### src/rtl/rc4_pkg.sv
// shared types, constants and helpers of the rc4 stream cipher
// no dependencies
package rc4_pkg;

	localparam int MAX_KEY_BYTES = 16;
	localparam int KIDX_W = (MAX_KEY_BYTES > 1) ? $clog2(MAX_KEY_BYTES) : 1;
	localparam int KEY_BITS = 128;
	localparam int PERM_SIZE = 256;
	localparam int ADDR_W = $clog2(PERM_SIZE);
	localparam int CFG_IDX_W = 2;
	localparam int CFG_DATA_W = 64;

	// register indexes of the configuration port
	localparam logic [CFG_IDX_W-1:0] CFG_KEY_LENGTH = 2'd0;
	localparam logic [CFG_IDX_W-1:0] CFG_KEY_LOW = 2'd1;
	localparam logic [CFG_IDX_W-1:0] CFG_KEY_HIGH = 2'd2;

	localparam logic [4:0] KEY_LENGTH_RESET = 5'd4;
	localparam logic [ADDR_W-1:0] CNT_LAST = ADDR_W'(PERM_SIZE - 1);

	typedef enum logic [3:0] {
		ST_IDLE,
		ST_FILL,
		ST_KS_RD_A,
		ST_KS_RD_B,
		ST_KS_WR_A,
		ST_KS_WR_B,
		ST_PR_RD_I,
		ST_PR_RD_J,
		ST_PR_WR_I,
		ST_PR_WR_J,
		ST_PR_OUT
	} eng_state_t;

	// key material seen by the engine
	typedef struct packed {
		logic [KEY_BITS-1:0] key;
		logic [KIDX_W-1:0]   len_m1;
	} key_cfg_t;

	// one write and one read access to the permutation memory
	typedef struct packed {
		logic              we;
		logic [ADDR_W-1:0] waddr;
		logic [7:0]        wdata;
		logic [ADDR_W-1:0] raddr;
	} ram_req_t;

	function automatic logic [7:0] key_byte(logic [KEY_BITS-1:0] key, logic [KIDX_W-1:0] idx);
		key_byte = key[{idx, 3'b000} +: 8];
	endfunction

endpackage

### src/rtl/rc4_ram.sv
// generic single-write, single-read ram with registered read data
// no dependencies
module rc4_ram #(
	parameter int WIDTH = 8,
	parameter int DEPTH = 256,
	parameter int AW = $clog2(DEPTH)
) (
	input  logic             clk,
	input  logic             we,
	input  logic [AW-1:0]    waddr,
	input  logic [WIDTH-1:0] wdata,
	input  logic [AW-1:0]    raddr,
	output logic [WIDTH-1:0] rdata
);

	logic [WIDTH-1:0] mem [DEPTH];

	// write port and registered read, read returns the old contents
	always_ff @(posedge clk) begin
		if (we) begin
			mem[waddr] <= wdata;
		end
		rdata <= mem[raddr];
	end

endmodule

### src/rtl/rc4_engine.sv
// key schedule and keystream sequencer with its output register
// depends on rc4_pkg; drives the permutation memory through a ram_req_t
module rc4_engine import rc4_pkg::*; (
	input  logic        clk,
	input  logic        arst_n,
	input  logic        in_valid,
	output logic        in_ready,
	input  logic [7:0]  data_byte,
	input  logic        start_of_message,
	output logic        out_valid,
	input  logic        out_ready,
	output logic [7:0]  data_out,
	input  key_cfg_t    cfg,
	output ram_req_t    ram_req,
	input  logic [7:0]  ram_rdata
);

	eng_state_t        state_q, state_d;
	logic [ADDR_W-1:0] cnt_q;
	logic [KIDX_W-1:0] kidx_q;
	logic [7:0]        i_q, j_q;
	logic [7:0]        sa_q, sb_q;
	logic              hit_q;
	logic [7:0]        data_q;
	logic              out_valid_q;
	logic [7:0]        out_data_q;

	logic       out_free;
	logic [7:0] j_sched;
	logic [7:0] j_prga;
	logic [7:0] t_addr;
	logic [7:0] ks;

	assign out_free = !out_valid_q || out_ready;
	assign j_sched = j_q + ram_rdata + key_byte(cfg.key, kidx_q);
	assign j_prga = j_q + ram_rdata;
	assign t_addr = sa_q + sb_q;
	// the read of the sum entry overlaps the write of entry j
	assign ks = hit_q ? sa_q : ram_rdata;

	// next state
	always_comb begin
		state_d = state_q;
		case (state_q)
			ST_IDLE: begin
				if (in_valid) begin
					state_d = start_of_message ? ST_FILL : ST_PR_RD_I;
				end
			end
			ST_FILL: begin
				if (cnt_q == CNT_LAST) begin
					state_d = ST_KS_RD_A;
				end
			end
			ST_KS_RD_A: state_d = ST_KS_RD_B;
			ST_KS_RD_B: state_d = ST_KS_WR_A;
			ST_KS_WR_A: state_d = ST_KS_WR_B;
			ST_KS_WR_B: state_d = (cnt_q == CNT_LAST) ? ST_PR_RD_I : ST_KS_RD_A;
			ST_PR_RD_I: state_d = ST_PR_RD_J;
			ST_PR_RD_J: state_d = ST_PR_WR_I;
			ST_PR_WR_I: state_d = ST_PR_WR_J;
			ST_PR_WR_J: state_d = ST_PR_OUT;
			ST_PR_OUT: begin
				if (out_free) begin
					state_d = ST_IDLE;
				end
			end
			default: state_d = ST_IDLE;
		endcase
	end

	// memory accesses and handshake per state
	always_comb begin
		in_ready = 1'b0;
		ram_req = '0;
		case (state_q)
			ST_IDLE: in_ready = 1'b1;
			ST_FILL: begin
				ram_req.we = 1'b1;
				ram_req.waddr = cnt_q;
				ram_req.wdata = 8'(cnt_q);
			end
			ST_KS_RD_A: ram_req.raddr = cnt_q;
			ST_KS_RD_B: ram_req.raddr = j_sched;
			ST_KS_WR_A: begin
				ram_req.we = 1'b1;
				ram_req.waddr = cnt_q;
				ram_req.wdata = ram_rdata;
			end
			ST_KS_WR_B: begin
				ram_req.we = 1'b1;
				ram_req.waddr = j_q;
				ram_req.wdata = sa_q;
			end
			ST_PR_RD_I: ram_req.raddr = i_q;
			ST_PR_RD_J: ram_req.raddr = j_prga;
			ST_PR_WR_I: begin
				ram_req.we = 1'b1;
				ram_req.waddr = i_q;
				ram_req.wdata = ram_rdata;
			end
			ST_PR_WR_J: begin
				ram_req.we = 1'b1;
				ram_req.waddr = j_q;
				ram_req.wdata = sa_q;
				ram_req.raddr = t_addr;
			end
			ST_PR_OUT: ram_req.raddr = t_addr;
			default: ram_req = '0;
		endcase
	end

	// control registers: state, indices, counters, output valid
	always_ff @(posedge clk or negedge arst_n) begin
		if (!arst_n) begin
			state_q <= ST_IDLE;
			cnt_q <= '0;
			kidx_q <= '0;
			i_q <= '0;
			j_q <= '0;
			out_valid_q <= 1'b0;
		end else begin
			state_q <= state_d;
			// result word raised on leaving the output state, dropped once taken
			if (state_q == ST_PR_OUT && out_free) begin
				out_valid_q <= 1'b1;
			end else if (out_ready) begin
				out_valid_q <= 1'b0;
			end
			case (state_q)
				ST_IDLE: begin
					if (in_valid) begin
						if (start_of_message) begin
							cnt_q <= '0;
							kidx_q <= '0;
							j_q <= '0;
						end else begin
							i_q <= i_q + 8'd1;
						end
					end
				end
				ST_FILL: cnt_q <= cnt_q + 1'b1;
				ST_KS_RD_B: j_q <= j_sched;
				ST_KS_WR_B: begin
					cnt_q <= cnt_q + 1'b1;
					kidx_q <= (kidx_q == cfg.len_m1) ? '0 : kidx_q + 1'b1;
					if (cnt_q == CNT_LAST) begin
						i_q <= 8'd1;
						j_q <= '0;
					end
				end
				ST_PR_RD_J: j_q <= j_prga;
				default: ;
			endcase
		end
	end

	// payload registers
	always_ff @(posedge clk) begin
		if (state_q == ST_IDLE && in_valid) begin
			data_q <= data_byte;
		end
		if (state_q == ST_KS_RD_B || state_q == ST_PR_RD_J) begin
			sa_q <= ram_rdata;
		end
		if (state_q == ST_PR_WR_I) begin
			sb_q <= ram_rdata;
		end
		if (state_q == ST_PR_WR_J) begin
			hit_q <= (t_addr == j_q);
		end
		if (state_q == ST_PR_OUT && out_free) begin
			out_data_q <= data_q ^ ks;
		end
	end

	assign out_valid = out_valid_q;
	assign data_out = out_data_q;

endmodule

### src/rtl/rc4_stream_cipher_top.sv
// rc4 stream cipher: an accepted data word passes the read, read, write, write, read
// sequence on the single permutation memory before its result is valid, and no new
// word is taken until that result is in the output register. a start-of-message word
// first fills the 256 memory entries and then runs the key schedule rounds. reset restores
// the key registers and clears both indices; the permutation is not cleared, so the first
// word must be a start of message. depends on rc4_pkg, rc4_ram and rc4_engine
module rc4_stream_cipher_top import rc4_pkg::*; (
	input  logic                  clk,
	input  logic                  arst_n,
	input  logic                  in_valid,
	output logic                  in_ready,
	input  logic [7:0]            data_byte,
	input  logic                  start_of_message,
	output logic                  out_valid,
	input  logic                  out_ready,
	output logic [7:0]            data_out,
	input  logic                  cfg_valid,
	output logic                  cfg_ready,
	input  logic [CFG_IDX_W-1:0]  cfg_index,
	input  logic [CFG_DATA_W-1:0] cfg_data
);

	logic [4:0]            key_length_q;
	logic [CFG_DATA_W-1:0] key_low_q;
	logic [CFG_DATA_W-1:0] key_high_q;
	key_cfg_t              cfg;
	ram_req_t              ram_req;
	logic [7:0]            ram_rdata;

	assign cfg_ready = 1'b1;

	// configuration registers, unknown indexes are dropped
	always_ff @(posedge clk or negedge arst_n) begin
		if (!arst_n) begin
			key_length_q <= KEY_LENGTH_RESET;
			key_low_q <= '0;
			key_high_q <= '0;
		end else if (cfg_valid) begin
			case (cfg_index)
				CFG_KEY_LENGTH: key_length_q <= cfg_data[4:0];
				CFG_KEY_LOW: key_low_q <= cfg_data;
				CFG_KEY_HIGH: key_high_q <= cfg_data;
				default: ;
			endcase
		end
	end

	// clamp key length to one through the maximum, kept as last key byte index
	always_comb begin
		cfg.key = {key_high_q, key_low_q};
		if (key_length_q == 5'd0) begin
			cfg.len_m1 = '0;
		end else if (key_length_q > 5'(MAX_KEY_BYTES)) begin
			cfg.len_m1 = KIDX_W'(MAX_KEY_BYTES - 1);
		end else begin
			cfg.len_m1 = KIDX_W'(key_length_q - 5'd1);
		end
	end

	rc4_engine u_engine (
		.clk              (clk),
		.arst_n           (arst_n),
		.in_valid         (in_valid),
		.in_ready         (in_ready),
		.data_byte        (data_byte),
		.start_of_message (start_of_message),
		.out_valid        (out_valid),
		.out_ready        (out_ready),
		.data_out         (data_out),
		.cfg              (cfg),
		.ram_req          (ram_req),
		.ram_rdata        (ram_rdata)
	);

	// permutation memory
	rc4_ram #(
		.WIDTH (8),
		.DEPTH (PERM_SIZE)
	) u_perm (
		.clk   (clk),
		.we    (ram_req.we),
		.waddr (ram_req.waddr),
		.wdata (ram_req.wdata),
		.raddr (ram_req.raddr),
		.rdata (ram_rdata)
	);

endmodule

### config.mk
export PLATFORM = sky130hd
export DESIGN_NAME = rc4_stream_cipher_top
export DESIGN_NICKNAME = d
export VERILOG_FILES = /design/src/rtl/rc4_pkg.sv /design/src/rtl/rc4_ram.sv /design/src/rtl/rc4_engine.sv /design/src/rtl/rc4_stream_cipher_top.sv
export SDC_FILE = /design/constraint.sdc
export NUM_CORES = 2
export LEC_CHECK = 0
export BUFFER_PORTS_ARGS = -buffer_cell sky130_fd_sc_hd__clkbuf_2
export CAP_MARGIN = 20
export CORE_UTILIZATION = 57
export CTS_BUF_LIST = sky130_fd_sc_hd__clkbuf_16
export CTS_CLUSTER_DIAMETER = 50
export CTS_CLUSTER_SIZE = 25
export DETAILED_ROUTE_END_ITERATION = 8
export MAX_ROUTING_LAYER = met4
export PLACE_DENSITY = 0.74
export SLEW_MARGIN = 0
export SYNTH_ARGS = -nofsm -noshare
export SYNTH_HDL_FRONTEND = slang
export SYNTH_SLANG_ARGS = --single-unit
### constraint.sdc
create_clock -name clk -period 8.1 [get_ports clk]
set_input_delay 0.81 -clock clk [delete_from_list [all_inputs] [get_ports clk]]
set_output_delay 0.81 -clock clk [all_outputs]
set_load 0.02 [all_outputs]
## After elaboration in Yosys (flattened, before gate mapping)

Memory sizes are Yosys's and may differ from the RTL's. A register that Yosys moved wholly into a read port is not among the register bits.
Index checks and enable logic that the tools add are counted.

- Flip-flop bits (word level): 199
- Latch bits: 0
- RAM bits: 2,048
- Memory bits (read-only): 0
- Input bits: 80
- Output and inout bits: 11
- Logic and storage cells: 98
- Memories kept: 1

Memories:

| name | depth | bits a word | rd ports | clocked after memory_dff | write ports | line | text |
|---|---|---|---|---|---|---|---|
| u_perm.mem | 256 | 8 | 1 | 1 | 1 | rc4_ram.sv:16 | `logic [WIDTH-1:0] mem [DEPTH];` |

- Add/sub/neg operators: 7
- Multipliers: 0
- Divide/modulo/power cells: 0
- $lt $le $gt $ge: 1
- Equal/unequal tests: 21
- Shift-type cells: 1
- Multiplexer cells: 29
- Bitwise gates (word level): 1
- Reduce and logical (&&, ||, !) cells: 23

Operators with widths:

| operator | count |
|---|---|
| $shiftx 128x8->8 | 1 |
| $pmux 17 s4 | 1 |
| $mux 8 | 7 |
| $pmux 4 s11 | 1 |
| $pmux 8 s5 | 1 |
| $mux 4 | 8 |
| $pmux 8 s2 | 2 |
| $pmux 8 s4 | 1 |
| $add 8x8->8 | 3 |
| $add 8x1->8 const B | 2 |
| $eq 4x3->1 const B | 4 |
| $eq 4x4->1 const B | 3 |
| $reduce_and 3->1 | 3 |
| $eq 4x2->1 const B | 2 |
| $eq 8x8->1 | 1 |
| $eq 8x8->1 const B | 1 |
| $pmux 4 s2 | 1 |
| $reduce_and 4->1 | 2 |
| $xor 8x8->8 | 1 |
| $mux 3 | 2 |
| $ne 2x1->1 const B | 3 |
| $ne 2x2->1 const B | 3 |
| $reduce_and 2->1 | 3 |
| $reduce_bool 2->1 | 3 |
| other kinds (16) | 24 |

## Logic depth before layout (Yosys ltp)

- Word-level depth: 6
- Mapped depth: 25
- Gate-level depth less buffers: 18

## Cells and area by module

A second synthesis with hierarchy kept.

- Cells, all modules: 4,518
- Area, all modules: 90,426.7 um^2

By module, submodules not included:

| module | instances | cells each | area each (um^2) | sequential area each (um^2) |
|---|---|---|---|---|
| rc4_ram | 1 | 3,733 | 79,556.3 | 61,659.1 |
| rc4_stream_cipher_top | 1 | 306 | 5,680.4 | 3,329.4 |
| rc4_engine | 1 | 479 | 5,190.0 | 1,816.7 |

## Worst setup path before layout

Ideal clock, no wire load.

- Kind: register -> register
- Start: register u_engine.kidx_q[0]
- End: register u_perm.rdata[4], read port of u_perm.mem
- Setup time: 0.121 ns
- Data arrival time: 5.131 ns
- Data required time: 7.979 ns
- Setup slack: 2.849 ns
- Cell stages (with the launch flop): 26
- Buffers on the path: 8
- Period minus slack after synthesis: 5.251 ns
- Path through: dfrtp_1 -> buf_2 -> buf_1 -> buf_1 -> buf_1 -> mux2i_1 -> a21oi_1 -> o21ai_0 -> nand2_1 -> ha_1 -> inv_1 -> fa_1 -> nor2b_1 -> o32a_1 -> buf_2 -> nand2_2 -> buf_6 -> nand2_1 -> clkbuf_1 -> clkbuf_1 -> o22ai_1 -> a211oi_1 -> nor3_1 -> nand4_1 -> nand2_1 -> mux2_2

- Longest elaborated chain between the ends: 3

RTL lines:

| item | line | text |
|---|---|---|
| from (decl) | rc4_engine.sv:20 | `logic [KIDX_W-1:0] kidx_q;` |
| from (signal assigned) | rc4_engine.sv:146 | `kidx_q <= (kidx_q == cfg.len_m1) ? '0 : kidx_q + 1'b1;` |
| $shiftx 128x8->8 | rc4_pkg.sv:50 | `key_byte = key[{idx, 3'b000} +: 8];` |
| $add 8x8->8 | rc4_engine.sv:35 | `assign j_sched = j_q + ram_rdata + key_byte(cfg.key, kidx_q);` |
| $pmux 8 s5 | rc4_engine.sv:76 | `case (state_q)` |
| to (decl) | rc4_ram.sv:13 | `output logic [WIDTH-1:0] rdata` |

No other way between the ends.
A chain may end at the register's enable or synchronous reset.

## Final worst setup path

- Start: register u_engine.kidx_q[0]
- End: register u_perm.rdata[0], read port of u_perm.mem

Same word-level chain as after synthesis.

==> impl_metrics.tcl <==
set metrics [dict create \
    synth_cells 6209 \
    fillers 11440 \
    nets 6291 \
    yosysWarnings 0 \
    rr_worst_depth 19 \
    multi_input_area_um2 23100 \
    slew_violations 0 \
    r2r_slack_ps 930 \
    synthFlopType "edfxtp_1" \
    start_util_pct 57.34 \
    arrival_ps 7930 \
    tns_ps 0 \
    dp_hpwl_um 152400 \
    drive_gt1_share_pct 13.46 \
    io_pins 91 \
    fmaxAchievable_mhz 139.6 \
    post_cts_resized 0 \
    fin_util_pct 62.60 \
    largestRegisters "u_perm.mem: 2048 flops, key_high_q: 64 flops, key_low_q: 64 flops" \
    ys_ff_latch 2255 \
    cts_tree "done" \
    async_reset_ff_share_pct 7.361 \
    avgSynthCellArea_um2 14.81 \
    status "finished, final reports clean" \
    grt_pass1_wl_um 368400 \
    r2r_end "u_perm.rdata[0]" \
    h-tree-depth 4 \
    synthXorXnorAreaFrac_pct 0.4095 \
    cts_buffer_depth 3 \
    port_buffers 89 \
    final_area_um2 100400 \
    antenna_found_initial 14 \
    hp-class "input pin to async pin" \
    rsz0062_at_grt "no" \
    ant_nets 0 \
    finalCritPeriodShare_pct 88.46 \
    synth_top_area_share_pct 67.94 \
    final_cell_mix "edfxtp_1, nand2_1, nand3_1, nor2_1, mux2i_1" \
    clk_latency_ps 850 \
    wl_per_cell_um 29.91 \
    yosysSeqAreaShare_pct 72.64 \
    cts_hold_buf 0 \
    synth_top_family_by_area "simple AND/OR/NAND/NOR gates" \
    synthToLayoutAreaGrowth_pct 9.167 \
    num_vias 57050 \
    core_area_um2 160400 \
    setup.worst_path.end_class "register" \
    min_period_ps 7165 \
    grt_usage_pct 31.90 \
    firstDrtPassIters 6 \
    yosys.area_share.simple_pct 9.859 \
    wl_um 254200 \
    syn-cell-area_um2 91970 \
    std_cell_rows 147 \
    seq_area_um2 66810 \
    synth_fa_ha_area_share_pct 0.4190 \
    synth_cell_types 92 \
    die_y_um 403.7 \
    cap_viol_max_count 0 \
    fin_skew_ps 35.35 \
    grt.overflow.total 0 \
    path_class "register to register" \
    die_area_um2 163000 \
    vias_per_cell 6.713 \
    dpl-instance-area_um2 94610 \
    die_width_um 403.7 \
    hold_violations 0 \
    drc 0 \
    yosysTopAreaCell "edfxtp_1" \
    cts_inserted_buffers 161 \
    relSlewSlack_pct 15.11 \
    synthMuxAreaShare_pct 7.380 \
    final_common_cell "edfxtp_1" \
    cp-start-kind "register" \
    largest_register_ffs 2048 \
    critPathMaxFanout 102 \
    timing.rr.start "u_engine.kidx_q[0]" \
    synth.area.top_cells "edfxtp_1, dfrtp_1, nand2_1" \
    max_slew.worst_pin.slew_ps 1273 \
    required_ps 8860 \
    path_clk_slew_ps 80 \
    synth-edff-count 2081 \
    cts_post_setup_buffers_inserted 0 \
    synth_compound_area_share_pct 6.839 \
    max_flop_register "u_perm.mem" \
    cts.sinks 2255 \
    grt_pass1_vias 53970 \
    clockRootBuffer "clkbuf_16" \
    grt_start_max_net_pins 182 \
    setup_violations 0 \
    gp_congestion 0.9329 \
    first_iter_violations 9076 \
    syn_nets 6318 \
]
-- critical path, stage by stage (launching register included) --
cell       delay [ps]
dfrtp_2           650
buf_4             430
mux2i_1           150
a221oi_1          390
o21ai_0           140
and2_1            230
fa_1              400
xnor2_1           270
a22oi_2           170
nand2_8           750
buf_12            310
buf_4             300
buf_4             300
a211oi_1          110
a31oi_1           290
a21oi_1           130
a22o_1            280
a2111oi_2         970
a22oi_1           380
mux2i_1           240
-- kinds of logic after synthesis --
group,after synthesis
AO/OA/AOI/OAI,882
XOR/XNOR,43
AND/OR/NAND/NOR,2055
buffers and inverters,450
flip-flops,2255
multiplexers,494
other,1
adder cells (fa/ha/maj),29
-- per-stage QoR --
stage,instances,setup slack [ps],hold slack [ps]
after CTS,8478,1204,90.98
after detailed placement,8176,1281,488.0
after global placement,8175,1210,483.7
final,8499,934.9,84.39
after global routing,8491,590.0,135.2
after floorplan,6209,2849,473.7
-- layer usage --
layer  global-route usage (%)  part of all wire, %  up-vias
met1                    42.56                   36    28490
met4                    12.88                  4.5        0
met3                    8.379                   13      628
li1                         -                    -    23890
met2                    46.99                   46     4041
met5                        -                    0        -
-- layout make-up --
class | instances | share of cell area [%]
Tap cell | 2160 | 2.692
Multi-Input combinational cell | 3504 | 23.00
Clock buffer | 167 | 4.162
Inverter | 24 | 0.1495
Clock inverter | 135 | 1.528
Antenna cell | 18 | 0.04486
Sequential cell | 2255 | 66.54
Timing Repair Buffer | 236 | 1.882
-- worst max-delay path by stage --
stage	slack (ps)	from	cells after the start	endpoint
after global routing	590	u_engine.kidx_q[0]	19	u_perm.rdata[0]
after CTS	1200	u_engine.kidx_q[0]	19	u_perm.rdata[0]
after global placement	1210	u_engine.kidx_q[0]	20	u_perm.rdata[0]
after detailed placement	1280	u_engine.kidx_q[0]	19	u_perm.rdata[0]
after floorplan	2850	u_engine.kidx_q[0]	25	u_perm.rdata[4]
final	930	u_engine.kidx_q[0]	19	u_perm.rdata[0]
-- Yosys cell counts, drive strengths merged, types with 133 or more instances --
library cell  count
edfxtp         2081
nand2          1029
nand3           336
nor2            312
buf             263
mux2i           218
a21oi           166
dfrtp           165
clkbuf          163
mux2            143
and3            138
mux4            133
Power is left out: the tool's default activity adds up to more than one toggle a clock period on the data nets, which glitch-free logic cannot reach.
